[config.mk]
export PLATFORM = sky130hd
export DESIGN_NAME = k_nearest_neighbor_heap
export DESIGN_NICKNAME = d
export VERILOG_FILES = /design/src/hdl/knnh_pkg.sv /design/src/hdl/knnh_ram.sv /design/src/hdl/knnh_ctrl.sv /design/src/hdl/knnh_dp.sv /design/src/hdl/k_nearest_neighbor_heap.sv
export SDC_FILE = /design/constraint.sdc
export NUM_CORES = 2
export LEC_CHECK = 0
export BUFFER_PORTS_ARGS = -buffer_cell sky130_fd_sc_hd__buf_2
export CAP_MARGIN = 20
export CORE_MARGIN = 2
export CORE_UTILIZATION = 50
export DETAILED_ROUTE_END_ITERATION = 10
export PLACE_DENSITY_LB_ADDON = 0.15
export SLEW_MARGIN = 20
export SYNTH_ARGS = -nofsm -noshare
export SYNTH_HDL_FRONTEND = slang
export SYNTH_SLANG_ARGS = --single-unit
[constraint.sdc]
create_clock -name clk_i -period 12.85 [get_ports clk_i]
set_input_delay 3.855 -clock clk_i [delete_from_list [all_inputs] [get_ports clk_i]]
set_output_delay 3.855 -clock clk_i [all_outputs]
set_load 0.03 [all_outputs]
[src/hdl/knnh_pkg.sv]
// ----------------------------------------------------------------------------
// knnh_pkg
// Shared constants, types and helpers for the k-nearest-neighbor heap.
// ----------------------------------------------------------------------------
package knnh_pkg;

  // Heap capacity and coordinate precision
  localparam int unsigned MAX_NEIGHBORS = 32;
  localparam int unsigned COORD_BITS    = 20;

  // Fixed field widths
  localparam int unsigned FIELD_W    = 20;
  localparam int unsigned DIST_W     = 42;
  localparam int unsigned NCOUNT_W   = 6;
  localparam int unsigned CFG_IDX_W  = 2;
  localparam int unsigned CFG_DATA_W = 42;

  // Derived widths
  localparam int unsigned ABS_W  = COORD_BITS;
  localparam int unsigned PROD_W = 2 * ABS_W;
  localparam int unsigned IDX_W  = (MAX_NEIGHBORS > 1) ? $clog2(MAX_NEIGHBORS) : 1;
  localparam int unsigned CNT_W  = $clog2(MAX_NEIGHBORS + 1);

  localparam logic [DIST_W-1:0] DIST_RESET = 42'd3298528591875;

  // Configuration register indexes
  localparam logic [CFG_IDX_W-1:0] REG_QUERY_X     = 2'd0;
  localparam logic [CFG_IDX_W-1:0] REG_QUERY_Y     = 2'd1;
  localparam logic [CFG_IDX_W-1:0] REG_QUERY_Z     = 2'd2;
  localparam logic [CFG_IDX_W-1:0] REG_MAX_DIST_SQ = 2'd3;

  typedef enum logic [1:0] {
    AXIS_X,
    AXIS_Y,
    AXIS_Z
  } axis_e;

  typedef struct packed {
    logic [3*FIELD_W-1:0] coords;
    logic [DIST_W-1:0]    dist_sq;
  } heap_entry_t;

  localparam int unsigned ENTRY_W = $bits(heap_entry_t);

  // Controller to datapath commands
  typedef struct packed {
    logic  load_pt;
    logic  mul_en;
    axis_e mul_axis;
    logic  acc_load;
    logic  acc_add;
    logic  decide;
    logic  up_init;
    logic  dn_init;
    logic  wr_new;
    logic  cnt_inc;
    logic  move_up;
    logic  move_dn;
    logic  out_load;
  } ctrl_cmd_t;

  // Datapath to controller status
  typedef struct packed {
    logic in_range;
    logic full;
    logic pos_zero;
    logic up_stop;
    logic dn_leaf;
    logic dn_stop;
  } dp_status_t;

  // Sign-extend the low COORD_BITS bits of a coordinate field to the field width
  function automatic logic [FIELD_W-1:0] coord_field(input logic [FIELD_W-1:0] v);
    coord_field = FIELD_W'($signed(v[COORD_BITS-1:0]));
  endfunction

endpackage

[src/hdl/knnh_ram.sv]
// ----------------------------------------------------------------------------
// knnh_ram
// Generic RAM: one write port, two read ports with registered read data.
// ----------------------------------------------------------------------------
module knnh_ram #(
  parameter int unsigned WIDTH = 8,
  parameter int unsigned DEPTH = 16,
  localparam int unsigned AW = (DEPTH > 1) ? $clog2(DEPTH) : 1
) (
  input  logic             clk_i,
  input  logic             we_i,
  input  logic [AW-1:0]    waddr_i,
  input  logic [WIDTH-1:0] wdata_i,
  input  logic [AW-1:0]    raddr_a_i,
  input  logic [AW-1:0]    raddr_b_i,
  output logic [WIDTH-1:0] rdata_a_o,
  output logic [WIDTH-1:0] rdata_b_o
);

  logic [WIDTH-1:0] mem_q [DEPTH];
  logic [WIDTH-1:0] rdata_a_q;
  logic [WIDTH-1:0] rdata_b_q;

  always_ff @(posedge clk_i) begin
    if (we_i) begin
      mem_q[waddr_i] <= wdata_i;
    end
    rdata_a_q <= mem_q[raddr_a_i];
    rdata_b_q <= mem_q[raddr_b_i];
  end

  assign rdata_a_o = rdata_a_q;
  assign rdata_b_o = rdata_b_q;

endmodule

[src/hdl/knnh_ctrl.sv]
// ----------------------------------------------------------------------------
// knnh_ctrl
// Sequencer for distance accumulation, the accept decision and heap sifting.
// ----------------------------------------------------------------------------
module knnh_ctrl (
  input  logic                  clk_i,
  input  logic                  rst_ni,
  input  logic                  in_valid_i,
  output logic                  in_ready_o,
  output logic                  out_valid_o,
  input  logic                  out_ready_i,
  input  knnh_pkg::dp_status_t  status_i,
  output knnh_pkg::ctrl_cmd_t   cmd_o
);

  localparam logic [3:0] S_IDLE   = 4'd0;
  localparam logic [3:0] S_MX     = 4'd1;
  localparam logic [3:0] S_MY     = 4'd2;
  localparam logic [3:0] S_MZ     = 4'd3;
  localparam logic [3:0] S_SUM    = 4'd4;
  localparam logic [3:0] S_DECIDE = 4'd5;
  localparam logic [3:0] S_UP_RD  = 4'd6;
  localparam logic [3:0] S_UP_CMP = 4'd7;
  localparam logic [3:0] S_DN_RD  = 4'd8;
  localparam logic [3:0] S_DN_CMP = 4'd9;
  localparam logic [3:0] S_OUT    = 4'd10;

  logic [3:0] state_q, state_d;
  logic       out_valid_q, out_valid_d;

  always_comb begin
    state_d = state_q;
    cmd_o   = '0;
    cmd_o.mul_axis = knnh_pkg::AXIS_X;
    unique case (state_q)
      S_IDLE: begin
        if (in_valid_i) begin
          cmd_o.load_pt = 1'b1;
          state_d       = S_MX;
        end
      end
      S_MX: begin
        cmd_o.mul_en   = 1'b1;
        cmd_o.mul_axis = knnh_pkg::AXIS_X;
        state_d        = S_MY;
      end
      S_MY: begin
        cmd_o.mul_en   = 1'b1;
        cmd_o.mul_axis = knnh_pkg::AXIS_Y;
        cmd_o.acc_load = 1'b1;
        state_d        = S_MZ;
      end
      S_MZ: begin
        cmd_o.mul_en   = 1'b1;
        cmd_o.mul_axis = knnh_pkg::AXIS_Z;
        cmd_o.acc_add  = 1'b1;
        state_d        = S_SUM;
      end
      S_SUM: begin
        cmd_o.acc_add = 1'b1;
        state_d       = S_DECIDE;
      end
      S_DECIDE: begin
        cmd_o.decide = 1'b1;
        if (!status_i.in_range) begin
          state_d = S_OUT;
        end else if (status_i.full) begin
          cmd_o.dn_init = 1'b1;
          state_d       = S_DN_RD;
        end else begin
          cmd_o.up_init = 1'b1;
          state_d       = S_UP_RD;
        end
      end
      S_UP_RD: begin
        if (status_i.pos_zero) begin
          cmd_o.wr_new  = 1'b1;
          cmd_o.cnt_inc = 1'b1;
          state_d       = S_OUT;
        end else begin
          state_d = S_UP_CMP;
        end
      end
      S_UP_CMP: begin
        if (status_i.up_stop) begin
          cmd_o.wr_new  = 1'b1;
          cmd_o.cnt_inc = 1'b1;
          state_d       = S_OUT;
        end else begin
          cmd_o.move_up = 1'b1;
          state_d       = S_UP_RD;
        end
      end
      S_DN_RD: begin
        if (status_i.dn_leaf) begin
          cmd_o.wr_new = 1'b1;
          state_d      = S_OUT;
        end else begin
          state_d = S_DN_CMP;
        end
      end
      S_DN_CMP: begin
        if (status_i.dn_stop) begin
          cmd_o.wr_new = 1'b1;
          state_d      = S_OUT;
        end else begin
          cmd_o.move_dn = 1'b1;
          state_d       = S_DN_RD;
        end
      end
      S_OUT: begin
        if (!out_valid_q || out_ready_i) begin
          cmd_o.out_load = 1'b1;
          state_d        = S_IDLE;
        end
      end
      default: begin
        state_d = S_IDLE;
      end
    endcase
  end

  always_comb begin
    out_valid_d = out_valid_q;
    if (cmd_o.out_load) begin
      out_valid_d = 1'b1;
    end else if (out_ready_i) begin
      out_valid_d = 1'b0;
    end
  end

  always_ff @(posedge clk_i or negedge rst_ni) begin
    if (!rst_ni) begin
      state_q     <= S_IDLE;
      out_valid_q <= 1'b0;
    end else begin
      state_q     <= state_d;
      out_valid_q <= out_valid_d;
    end
  end

  assign in_ready_o  = (state_q == S_IDLE);
  assign out_valid_o = out_valid_q;

endmodule

[src/hdl/knnh_dp.sv]
// ----------------------------------------------------------------------------
// knnh_dp
// Datapath: configuration, distance unit, heap memory and result registers.
// ----------------------------------------------------------------------------
module knnh_dp (
  input  logic                                 clk_i,
  input  logic                                 rst_ni,
  input  logic                                 cfg_we_i,
  input  logic [knnh_pkg::CFG_IDX_W-1:0]       cfg_index_i,
  input  logic [knnh_pkg::CFG_DATA_W-1:0]      cfg_data_i,
  input  logic                                 restart_i,
  input  logic [knnh_pkg::FIELD_W-1:0]         pt_x_i,
  input  logic [knnh_pkg::FIELD_W-1:0]         pt_y_i,
  input  logic [knnh_pkg::FIELD_W-1:0]         pt_z_i,
  input  knnh_pkg::ctrl_cmd_t                  cmd_i,
  output knnh_pkg::dp_status_t                 status_o,
  output logic                                 accepted_o,
  output logic [knnh_pkg::NCOUNT_W-1:0]        neighbor_count_o,
  output logic [knnh_pkg::DIST_W-1:0]          radius_sq_o
);

  localparam int unsigned CB = knnh_pkg::COORD_BITS;
  localparam int unsigned IW = knnh_pkg::IDX_W;

  // Absolute difference of two coordinates, both sign-extended from CB bits
  function automatic logic [knnh_pkg::ABS_W-1:0] abs_diff(
    input logic [knnh_pkg::FIELD_W-1:0] p,
    input logic [CB-1:0]                q
  );
    logic signed [CB:0] d;
    logic signed [CB:0] a;
    d = $signed({p[CB-1], p[CB-1:0]}) - $signed({q[CB-1], q});
    a = d[CB] ? -d : d;
    abs_diff = a[knnh_pkg::ABS_W-1:0];
  endfunction

  // Configuration registers
  logic [CB-1:0]               qx_q, qy_q, qz_q;
  logic [knnh_pkg::DIST_W-1:0] max_dist_q;

  always_ff @(posedge clk_i or negedge rst_ni) begin
    if (!rst_ni) begin
      qx_q       <= '0;
      qy_q       <= '0;
      qz_q       <= '0;
      max_dist_q <= knnh_pkg::DIST_RESET;
    end else if (cfg_we_i) begin
      unique case (cfg_index_i)
        knnh_pkg::REG_QUERY_X:     qx_q       <= cfg_data_i[CB-1:0];
        knnh_pkg::REG_QUERY_Y:     qy_q       <= cfg_data_i[CB-1:0];
        knnh_pkg::REG_QUERY_Z:     qz_q       <= cfg_data_i[CB-1:0];
        knnh_pkg::REG_MAX_DIST_SQ: max_dist_q <= cfg_data_i[knnh_pkg::DIST_W-1:0];
        default: ;
      endcase
    end
  end

  // Point capture and distance accumulation
  logic [3*knnh_pkg::FIELD_W-1:0] coords_q;
  logic [knnh_pkg::ABS_W-1:0]     ax_q, ay_q, az_q;
  logic [knnh_pkg::ABS_W-1:0]     mul_op;
  logic [knnh_pkg::PROD_W-1:0]    prod_q;
  logic [knnh_pkg::DIST_W-1:0]    acc_q;

  always_ff @(posedge clk_i) begin
    if (cmd_i.load_pt) begin
      coords_q <= {knnh_pkg::coord_field(pt_z_i), knnh_pkg::coord_field(pt_y_i),
                   knnh_pkg::coord_field(pt_x_i)};
      ax_q     <= abs_diff(pt_x_i, qx_q);
      ay_q     <= abs_diff(pt_y_i, qy_q);
      az_q     <= abs_diff(pt_z_i, qz_q);
    end
    if (cmd_i.mul_en) begin
      prod_q <= mul_op * mul_op;
    end
    if (cmd_i.acc_load) begin
      acc_q <= knnh_pkg::DIST_W'(prod_q);
    end else if (cmd_i.acc_add) begin
      acc_q <= acc_q + knnh_pkg::DIST_W'(prod_q);
    end
  end

  always_comb begin
    case (cmd_i.mul_axis)
      knnh_pkg::AXIS_X: mul_op = ax_q;
      knnh_pkg::AXIS_Y: mul_op = ay_q;
      knnh_pkg::AXIS_Z: mul_op = az_q;
      default:          mul_op = ax_q;
    endcase
  end

  // Heap walk
  logic [knnh_pkg::CNT_W-1:0]  count_q;
  logic [IW-1:0]               pos_q;
  logic                        dn_q;
  logic [IW-1:0]               parent;
  logic [IW+1:0]               c1_w, c2_w;
  logic                        c2_ok;
  knnh_pkg::heap_entry_t       rd_a, rd_b, best_entry, wr_entry;
  logic                        a_gt, b_best;
  logic [IW-1:0]               best_idx;
  logic                        mem_we;
  logic [IW-1:0]               raddr_a;

  assign parent = IW'((pos_q - 1'b1) >> 1);
  assign c1_w   = {1'b0, pos_q, 1'b1};
  assign c2_w   = c1_w + 1'b1;
  assign c2_ok  = (c2_w < (IW + 2)'(knnh_pkg::MAX_NEIGHBORS));
  assign raddr_a = dn_q ? c1_w[IW-1:0] : parent;

  assign a_gt       = (rd_a.dist_sq > acc_q);
  assign b_best     = c2_ok && (rd_b.dist_sq > (a_gt ? rd_a.dist_sq : acc_q));
  assign best_entry = b_best ? rd_b : rd_a;
  assign best_idx   = b_best ? c2_w[IW-1:0] : c1_w[IW-1:0];

  assign mem_we = cmd_i.wr_new | cmd_i.move_up | cmd_i.move_dn;

  always_comb begin
    if (cmd_i.wr_new) begin
      wr_entry.coords  = coords_q;
      wr_entry.dist_sq = acc_q;
    end else if (cmd_i.move_up) begin
      wr_entry = rd_a;
    end else begin
      wr_entry = best_entry;
    end
  end

  knnh_ram #(
    .WIDTH (knnh_pkg::ENTRY_W),
    .DEPTH (knnh_pkg::MAX_NEIGHBORS)
  ) u_heap_ram (
    .clk_i     (clk_i),
    .we_i      (mem_we),
    .waddr_i   (pos_q),
    .wdata_i   (wr_entry),
    .raddr_a_i (raddr_a),
    .raddr_b_i (c2_w[IW-1:0]),
    .rdata_a_o (rd_a),
    .rdata_b_o (rd_b)
  );

  always_ff @(posedge clk_i) begin
    if (cmd_i.up_init) begin
      pos_q <= IW'(count_q);
      dn_q  <= 1'b0;
    end else if (cmd_i.dn_init) begin
      pos_q <= '0;
      dn_q  <= 1'b1;
    end else if (cmd_i.move_up) begin
      pos_q <= parent;
    end else if (cmd_i.move_dn) begin
      pos_q <= best_idx;
    end
  end

  // Shadow of the root distance, kept current on every write to the root slot
  logic [knnh_pkg::DIST_W-1:0] root_q;

  always_ff @(posedge clk_i) begin
    if (mem_we && (pos_q == '0)) begin
      root_q <= wr_entry.dist_sq;
    end
  end

  // Collection state and results
  logic [knnh_pkg::DIST_W-1:0] radius_q, radius_d;
  logic                        rad_upd_q;
  logic                        acc_flag_q;
  logic                        out_acc_q;
  logic [knnh_pkg::NCOUNT_W-1:0] out_cnt_q;
  logic [knnh_pkg::DIST_W-1:0] out_radius_q;

  assign radius_d = rad_upd_q ? root_q : radius_q;

  always_ff @(posedge clk_i or negedge rst_ni) begin
    if (!rst_ni) begin
      count_q    <= '0;
      radius_q   <= knnh_pkg::DIST_RESET;
      rad_upd_q  <= 1'b0;
      acc_flag_q <= 1'b0;
    end else begin
      if (cmd_i.load_pt) begin
        rad_upd_q  <= 1'b0;
        acc_flag_q <= 1'b0;
        if (restart_i) begin
          count_q  <= '0;
          radius_q <= max_dist_q;
        end
      end
      if (cmd_i.decide) begin
        acc_flag_q <= status_o.in_range;
      end
      if (cmd_i.wr_new) begin
        // A sift-down always moves the root; a sift-up moves it once the heap fills
        rad_upd_q <= !cmd_i.cnt_inc ||
                     (count_q == knnh_pkg::CNT_W'(knnh_pkg::MAX_NEIGHBORS - 1));
      end
      if (cmd_i.cnt_inc) begin
        count_q <= count_q + 1'b1;
      end
      if (cmd_i.out_load) begin
        radius_q <= radius_d;
      end
    end
  end

  always_ff @(posedge clk_i) begin
    if (cmd_i.out_load) begin
      out_acc_q    <= acc_flag_q;
      out_cnt_q    <= knnh_pkg::NCOUNT_W'(count_q);
      out_radius_q <= radius_d;
    end
  end

  assign status_o.in_range = (acc_q < radius_q);
  assign status_o.full     = (count_q == knnh_pkg::CNT_W'(knnh_pkg::MAX_NEIGHBORS));
  assign status_o.pos_zero = (pos_q == '0);
  assign status_o.up_stop  = (rd_a.dist_sq >= acc_q);
  assign status_o.dn_leaf  = (c1_w >= (IW + 2)'(knnh_pkg::MAX_NEIGHBORS));
  assign status_o.dn_stop  = !a_gt && !b_best;

  assign accepted_o       = out_acc_q;
  assign neighbor_count_o = out_cnt_q;
  assign radius_sq_o      = out_radius_q;

endmodule

[src/hdl/k_nearest_neighbor_heap.sv]
// ----------------------------------------------------------------------------
// k_nearest_neighbor_heap
// Keeps the nearest points to a query point in a bounded max-heap ordered by
// squared distance, and reports one result transaction for every point
// transaction: whether the point was taken, how many neighbors are held, and
// the current squared search radius. A point is taken only when its squared
// distance is strictly below the radius; while the heap has room it is sifted
// up, and once the heap is full it replaces the root, is sifted down, and the
// radius drops to the new root distance. Setting restart on a point empties
// the collection and reloads the radius from max_dist_sq before that point is
// handled. One point is in flight at a time: a rejected point goes through
// capture, the three squares, the final add, the decision and the result
// register. A sift-up reads and compares at each level climbed, and ends at
// the root or when a parent at an equal or larger distance stops it; a
// sift-down reads and compares at each level descended, and ends at a leaf
// or when neither child is larger. With a heap of 32 entries a sift climbs at
// most 5 levels and descends at most 5, and a result may also wait for an
// earlier result to drain downstream. The sequence is set by the single shared
// squarer (three axes in turn plus a final add) and by the heap memory, whose
// read data is registered and is fetched at each level of the sift. The next
// point is taken while the previous result still waits downstream.
// Configuration writes are accepted in every cycle and belong between points.
// ----------------------------------------------------------------------------
module k_nearest_neighbor_heap (
  input  logic                             clk_i,
  input  logic                             rst_ni,
  // configuration
  input  logic                             cfg_valid_i,
  output logic                             cfg_ready_o,
  input  logic [knnh_pkg::CFG_IDX_W-1:0]   cfg_index_i,
  input  logic [knnh_pkg::CFG_DATA_W-1:0]  cfg_data_i,
  // point transactions
  input  logic                             in_valid_i,
  output logic                             in_ready_o,
  input  logic                             restart_i,
  input  logic [knnh_pkg::FIELD_W-1:0]     pt_x_i,
  input  logic [knnh_pkg::FIELD_W-1:0]     pt_y_i,
  input  logic [knnh_pkg::FIELD_W-1:0]     pt_z_i,
  // result transactions
  output logic                             out_valid_o,
  input  logic                             out_ready_i,
  output logic                             accepted_o,
  output logic [knnh_pkg::NCOUNT_W-1:0]    neighbor_count_o,
  output logic [knnh_pkg::DIST_W-1:0]      radius_sq_o
);

  knnh_pkg::ctrl_cmd_t  cmd;
  knnh_pkg::dp_status_t status;

  // Registers are always writable; software keeps writes between points
  assign cfg_ready_o = 1'b1;

  // Sequence each point: capture, square and sum, decide, sift, report
  knnh_ctrl u_ctrl (
    .clk_i       (clk_i),
    .rst_ni      (rst_ni),
    .in_valid_i  (in_valid_i),
    .in_ready_o  (in_ready_o),
    .out_valid_o (out_valid_o),
    .out_ready_i (out_ready_i),
    .status_i    (status),
    .cmd_o       (cmd)
  );

  // Hold the query, the heap memory and the result registers
  knnh_dp u_dp (
    .clk_i            (clk_i),
    .rst_ni           (rst_ni),
    .cfg_we_i         (cfg_valid_i & cfg_ready_o),
    .cfg_index_i      (cfg_index_i),
    .cfg_data_i       (cfg_data_i),
    .restart_i        (restart_i),
    .pt_x_i           (pt_x_i),
    .pt_y_i           (pt_y_i),
    .pt_z_i           (pt_z_i),
    .cmd_i            (cmd),
    .status_o         (status),
    .accepted_o       (accepted_o),
    .neighbor_count_o (neighbor_count_o),
    .radius_sq_o      (radius_sq_o)
  );

endmodule

**Yosys cells after proc, flatten, opt, wreduce, memory -nomap -nowiden**

Memories as Yosys holds them, arrays and structs flattened. A register that Yosys moved wholly into a read port is not among the register bits.
Cells that the tools add are included.

- Register bits: 456
- Bits in writable memories: 3264
- Output and inout port bits: 52
- Memories kept: 1

- Add/subtract/negate cells: 10
- $mul: 1
- Magnitude comparators: 6
- Equality and inequality tests: 19
- Mux-type cells: 60
- Bitwise operators: 2
- Reductions and logical operators: 29

Memories:

| name | words | width | read ports | clocked after memory_dff | write ports | line | RTL |
|---|---|---|---|---|---|---|---|
| u_dp.u_heap_ram.mem_q | 32 | 102 | 2 | 2 | 1 | knnh_ram.sv:20 | `logic [WIDTH-1:0] mem_q [DEPTH];` |

Operators by type and width:

| kind | count |
|---|---|
| 102-bit two-way mux | 3 |
| 42-bit two-way mux | 5 |
| 42-bit greater-than comparator | 2 |
| 40-bit two-way mux | 2 |
| 20-bit by 20-bit subtractor with 21-bit output | 3 |
| 20-bit two-way mux | 3 |
| 20-bit negator | 3 |
| 4-bit one-hot mux with 11 select lines | 1 |
| 42-bit by 40-bit adder with 42-bit output | 1 |
| 42-bit >= comparator | 1 |
| 42-bit less-than comparator | 1 |
| 20-bit by 20-bit multiplier with 40-bit output | 1 |
| 20-bit one-hot mux with 2 select lines | 1 |
| 5-bit two-way mux | 6 |
| 4-bit two-way mux | 6 |
| 1-bit two-way mux | 21 |
| 6-bit two-way mux | 3 |
| 4-bit by 3-bit equality test with 1-bit output (second input constant) | 4 |
| 2-bit nonzero test | 8 |
| 2-bit AND reduction | 7 |
| 4-bit equality test (second input constant) | 3 |
| 2-bit two-way mux | 5 |
| 3-bit one-hot mux with 3 select lines | 1 |
| 4-bit by 2-bit equality test with 1-bit output (second input constant) | 2 |
| 24 further kinds | 34 |

**Logic depth before layout (Yosys ltp)**

- Depth after elaboration: 12
- Gate-level depth with buffers: 39
- Gate-level depth less buffers: 33

**Modules after synthesis**

A second synthesis with hierarchy kept.

- Cell total of the unflattened synthesis: 11544
- Area total of the unflattened synthesis: 195673.9 um^2

Modules (own cells, without submodules):

| module | times used | cells an instance | area each (um^2) | sequential area each (um^2) |
|---|---|---|---|---|
| knnh_ram | 1 | 7130 | 153956.4 | 102097.9 |
| knnh_dp | 1 | 4354 | 41274.6 | 12774.8 |
| knnh_ctrl | 1 | 58 | 431.7 | 125.1 |
| k_nearest_neighbor_heap | 1 | 2 | 11.3 | 0.0 |

**Worst setup path after synthesis**

No wires, ideal clock.

- Path kind: register -> register
- Start point: register u_ctrl.state_q[0]
- End point: register u_dp.prod_q[39] in the netlist's numbering (data pin)
- Setup time: 0.258 ns
- Data arrival time: 8.875 ns
- Data required time: 12.592 ns
- Path slack: 3.717 ns
- Cell stages (with the launch flop): 38
- Path buffers: 7
- Clock period less this slack: 9.133 ns
- Cell sequence: dfrtp_1 > clkbuf_1 > nand2b_1 > nand2b_1 > clkbuf_1 > clkbuf_1 > ha_1 > clkbuf_1 > buf_1 > clkbuf_1 > nor2_1 > a21o_1 > inv_1 > clkbuf_1 > nand2_1 > fa_1 > inv_1 > fa_1 > [2 not listed] > inv_1 > fa_1 > fa_1 > fa_1 > inv_1 > fa_1 > inv_1 > ha_1 > nand3_1 > nor2_1 > nand2_1 > o31a_1 > a21oi_1 > a221o_1 > a31o_2 > or3b_2 > nand2_1 > xnor2_1

- Word-level cells in the longest chain between the ends: 5
- Elaborated cells on any way between the ends: 8
- Classes of those cells: 1 x mul; 5 x eq/ne; 2 x mux

Ends and longest elaborated chain:

| element | line | RTL |
|---|---|---|
| start: declaration | knnh_ctrl.sv:28 | `logic [3:0] state_q, state_d;` |
| start signal: assignment | knnh_ctrl.sv:137 | `state_q <= state_d;` |
| 4-bit by 2-bit equality test with 1-bit output / 4-bit by 1-bit equality test with 1-bit output (equally long branches) | knnh_ctrl.sv:35 | `unique case (state_q)` |
| 3-bit one-hot mux with 3 select lines * | knnh_ctrl.sv:35 |  |
| 2-bit equality test / 2-bit by 1-bit equality test with 1-bit output (equally long branches) | knnh_dp.sv:84 | `case (cmd_i.mul_axis)` |
| 20-bit one-hot mux with 2 select lines * | knnh_dp.sv:84 |  |
| 20-bit by 20-bit multiplier with 40-bit output * | knnh_dp.sv:74 | `prod_q <= mul_op * mul_op;` |
| end signal: assignment | knnh_dp.sv:74 |  |
| end: declaration | knnh_dp.sv:62 | `logic [knnh_pkg::PROD_W-1:0] prod_q;` |

Every way passes the cells marked *; elsewhere a longest branch is shown, timed or not.
A chain may end at the register's enable or synchronous reset.

**Final worst setup path**

- Start point: register u_ctrl.state_q[3]
- End point: register u_dp.prod_q[38] in the netlist's numbering (data pin)

The elaborated chain is that of the path after synthesis.

==> run_results.csv <==
group,metric,value,unit
floorplan,start_util,0.502,
setup_path,critPathKind,"reg -> reg",
logic_synthesis,synthFlopType,"edfxtp_1",
timing,rsz0062_at_grt,"false",
global_route,grt.overflow.total,0,
place,io_buffer_count,160,
setup_path,slowest_stage,"ha_1",
finish,insertedDiodeCount,0,
detailed_routing,first_pass_iters,6,
floorplan,fp.coreArea,190000,µm²
global_route,grt_use_total,0.282,
setup_path,critPathLaunchType,"register",
floorplan,die_h,440,µm
place,gp_congestion,0.915,
logic_synthesis,syn_area_per_cell,14.9,µm²
setup_path,worstPathArrival,10.45,ns
setup_path,cp.required,13.42,ns
finish,synthToLayoutAreaGrowth,11.5,%
detailed_routing,drtAntennaViolNets,0,
global_route,grt_pass1_wl,396,mm
logic_synthesis,ys_async_sr_fraction,0.0861,
detailed_routing,vias_per_cell,6.22,
global_route,antenna_found_initial,18,
logic_synthesis,syn_inst,6376,
setup_path,endpoint_kind,"register",
global_route,grt_pass1_vias,57800,
clock_network,post_cts_resized,0,
timing,setup_tns,0,ns
setup_path,crit_start,"u_ctrl.state_q[3]",
clock_network,cts_buffers,186,
setup_path,crit_top_cell,"fa_1",
finish,final_nets,7359,
setup_path,worst_path_dominant_cell_family,"adder cells",
clock_network,clockBufferDepth,3,
logic_synthesis,yosysWarnings,0,
finish,final_layout_size_suffix_gt1_frac,0.218,
detailed_routing,drt_first_iter_violations,6671,
timing,fin_crit,9.89,ns
floorplan,rows,160,
detailed_routing,vias,57600,
logic_synthesis,synth_seq_cells,1823,
clock_network,cts.htree.levels,4,
logic_synthesis,syn_nets,7155,
detailed_routing,drc,0,
place,placed_area,99800,µm²
logic_synthesis,synthMuxAreaShare,0.177,
logic_synthesis,synth_top_family_by_area,"multiplexers",
timing,clock_skew,0.0248,ns
logic_synthesis,synth-adder-area-share,0.110,
logic_synthesis,synth-simple-area-share,0.0468,
clock_network,cts.clk_slew.worst_paths,0.06,ns
clock_network,clockRootBuffer,"clkbuf_16",
finish,layout_common_cells,"1579 x edfxtp_1, 546 x mux4_2, 534 x inv_1, 386 x ha_1, 341 x nand2_1",
clock_network,post_cts.repair.setup_buffers,0,
timing,setup_viol,0,
logic_synthesis,syn-cell-area,95200,µm²
setup_path,cp_max_fo,20,
clock_network,tritoncts,"done",
timing,period_share,0.769,
finish,mostFrequentLayoutCell,"edfxtp_1",
timing,tightest_slew,1.19,ns
detailed_routing,wl_per_cell,29.4,µm
timing,slew_violations,0,
outcome,status,"complete, no violations",
timing,hold_violations,0,
hold_path,worstHoldStart,"u_dp.qy_q[10]",
clock_network,postCtsHoldBufs,0,
clock_network,insertion_delay,0.85,ns
logic_synthesis,yosysSeqAreaShare,0.558,
global_route,grt_max_degree,110,
setup_path,rrSetupSlack,2.96,ns
timing,slew_headroom,0.203,
finish,final_cell_area,106000,µm²
logic_synthesis,yosys.area_share.xor_xnor,0.0168,
job,cap_viol_max_count,0,
hold_path,hold_class,"reg -> reg",
setup_path,path_buf_inv,6,
floorplan,die-area,194000,µm²
finish,fill_cells,14800,
logic_synthesis,synth-edff-count,1579,
detailed_routing,totalWireLength,272,mm
clock_network,cts_sinks,1823,
timing,max_freq,101,MHz
logic_synthesis,synth-compound-area-share,0.0572,
place,hpwlAfterDp,170,mm
setup_path,r2r_start,"u_ctrl.state_q[3]",
floorplan,die_w,440,µm
floorplan,pin_count,162,
logic_synthesis,synth_cell_type_count,87,
setup_path,cp_slowest_stage_delay,0.60,ns
worst paths after layout:
check	endpoint	cells after the start
min in group asynchronous	u_dp.qy_q[12]	1
worst max register to register	u_dp.prod_q[38]	30
worst min register to register	u_dp.qy_q[10]	1
worst max-delay path	u_dp.prod_q[38]	30
max in group asynchronous	u_dp.rad_upd_q	3
worst min-delay path	u_dp.qy_q[10]	1
stage by stage:
stage,instances,utilization,hold WS (ns),setup slack [ns]
6_report,9253,0.560,0.505,2.96
4_1_cts,9252,0.559,0.506,3.00
2_1_floorplan,6376,-,0.426,3.72
3_5_place_dp,8902,0.526,0.492,3.04
5_1_grt,9253,0.560,0.515,2.49
3_3_place_gp,8900,0.526,0.489,3.17
synthesized netlist by cell type, drive strengths merged, types with 10 or more instances:
cell / number / area [µm²]
xor2: 64 / 561
and3: 13 / 81.3
mux4: 546 / 12300
dfxtp: 87 / 1740
fa: 282 / 5650
nor2b: 34 / 213
dfrtp: 115 / 2880
edfxtp: 1579 / 47400
o21a: 21 / 158
o31ai: 21 / 158
or2: 10 / 62.6
nor3: 50 / 250
a211oi: 21 / 158
nand4: 30 / 188
xnor2: 119 / 1040
clkbuf: 215 / 807
o21bai: 19 / 143
or3: 16 / 100
mux2i: 260 / 2600
a21o: 112 / 841
o21ai: 225 / 1130
and2: 10 / 62.6
nand2b: 25 / 156
ha: 387 / 4840
nand3: 52 / 260
inv: 536 / 2010
a31oi: 21 / 131
mux2: 175 / 1970
a21oi: 293 / 1470
o211ai: 59 / 443
a22oi: 23 / 173
nor2: 370 / 1390
dfstp: 42 / 1100
buf: 72 / 319
nand2: 343 / 1290
sequential cells by signal (all words and copies together) (netlist names), 5 cells and up:
register	cells
u_dp.radius_sq_o	42
u_dp.radius_q	42
u_dp.acc_q	42
u_dp.pos_q	5
u_dp.neighbor_count_o	6
u_dp.qy_q	20
u_dp.max_dist_q	42
u_dp.u_heap_ram.rdata_a_o	42
u_dp.az_q	20
u_dp.qz_q	20
u_dp.count_q	6
u_dp.ax_q	20
u_dp.u_heap_ram.mem_q	1344
u_dp.prod_q	39
u_dp.qx_q	20
u_dp.ay_q	20
u_dp.u_heap_ram.rdata_b_o	42
u_dp.root_q	42
kinds of logic after synthesis:
family                     after synthesis
other                                    1
buffers and inverters                  828
xor gates and xnor gates               183
and+or+nand+nor                       1003
muxes                                  981
AOI/OAI and AO/OA                      886
adders and majority gates              671
DFF                                   1823
per-layer routing:
metal / vias to the layer above / part of all wire / track usage / wire (µm)
met5: - / 0.00012 / 0 / 32
met4: 6 / 0.040 / 0.107 / 10800
met3: 514 / 0.080 / 0.0442 / 21800
met2: 2656 / 0.48 / 0.459 / 131000
met1: 29800 / 0.40 / 0.384 / 108000
li1: 24500 / - / - / -
layout make-up:
type,instances,area (µm²),share of cell area
clock buffers,243,5130,0.0484
flip-flops and latches,1823,53100,0.501
inverters,541,2030,0.0191
repair buffers,303,2020,0.0190
well taps,2511,3140,0.0296
clock inverters,107,1160,0.0109
multi-input cells,3725,39400,0.372
worst register-to-register path, delay by kind of cell, from the launching register on:
| kind | cells | cell delay (ns) |
|---|---|---|
| fa+ha+maj | 9 | 4.48 |
| flops | 1 | 0.53 |
| buf+inv | 6 | 0.84 |
| xor+xnor | 1 | 0.17 |
| simple gates | 6 | 1.31 |
| compound gates | 8 | 2.29 |
Power is not shown: default switching activity piles up to over one toggle a cycle in this logic, so the estimate is an artifact.
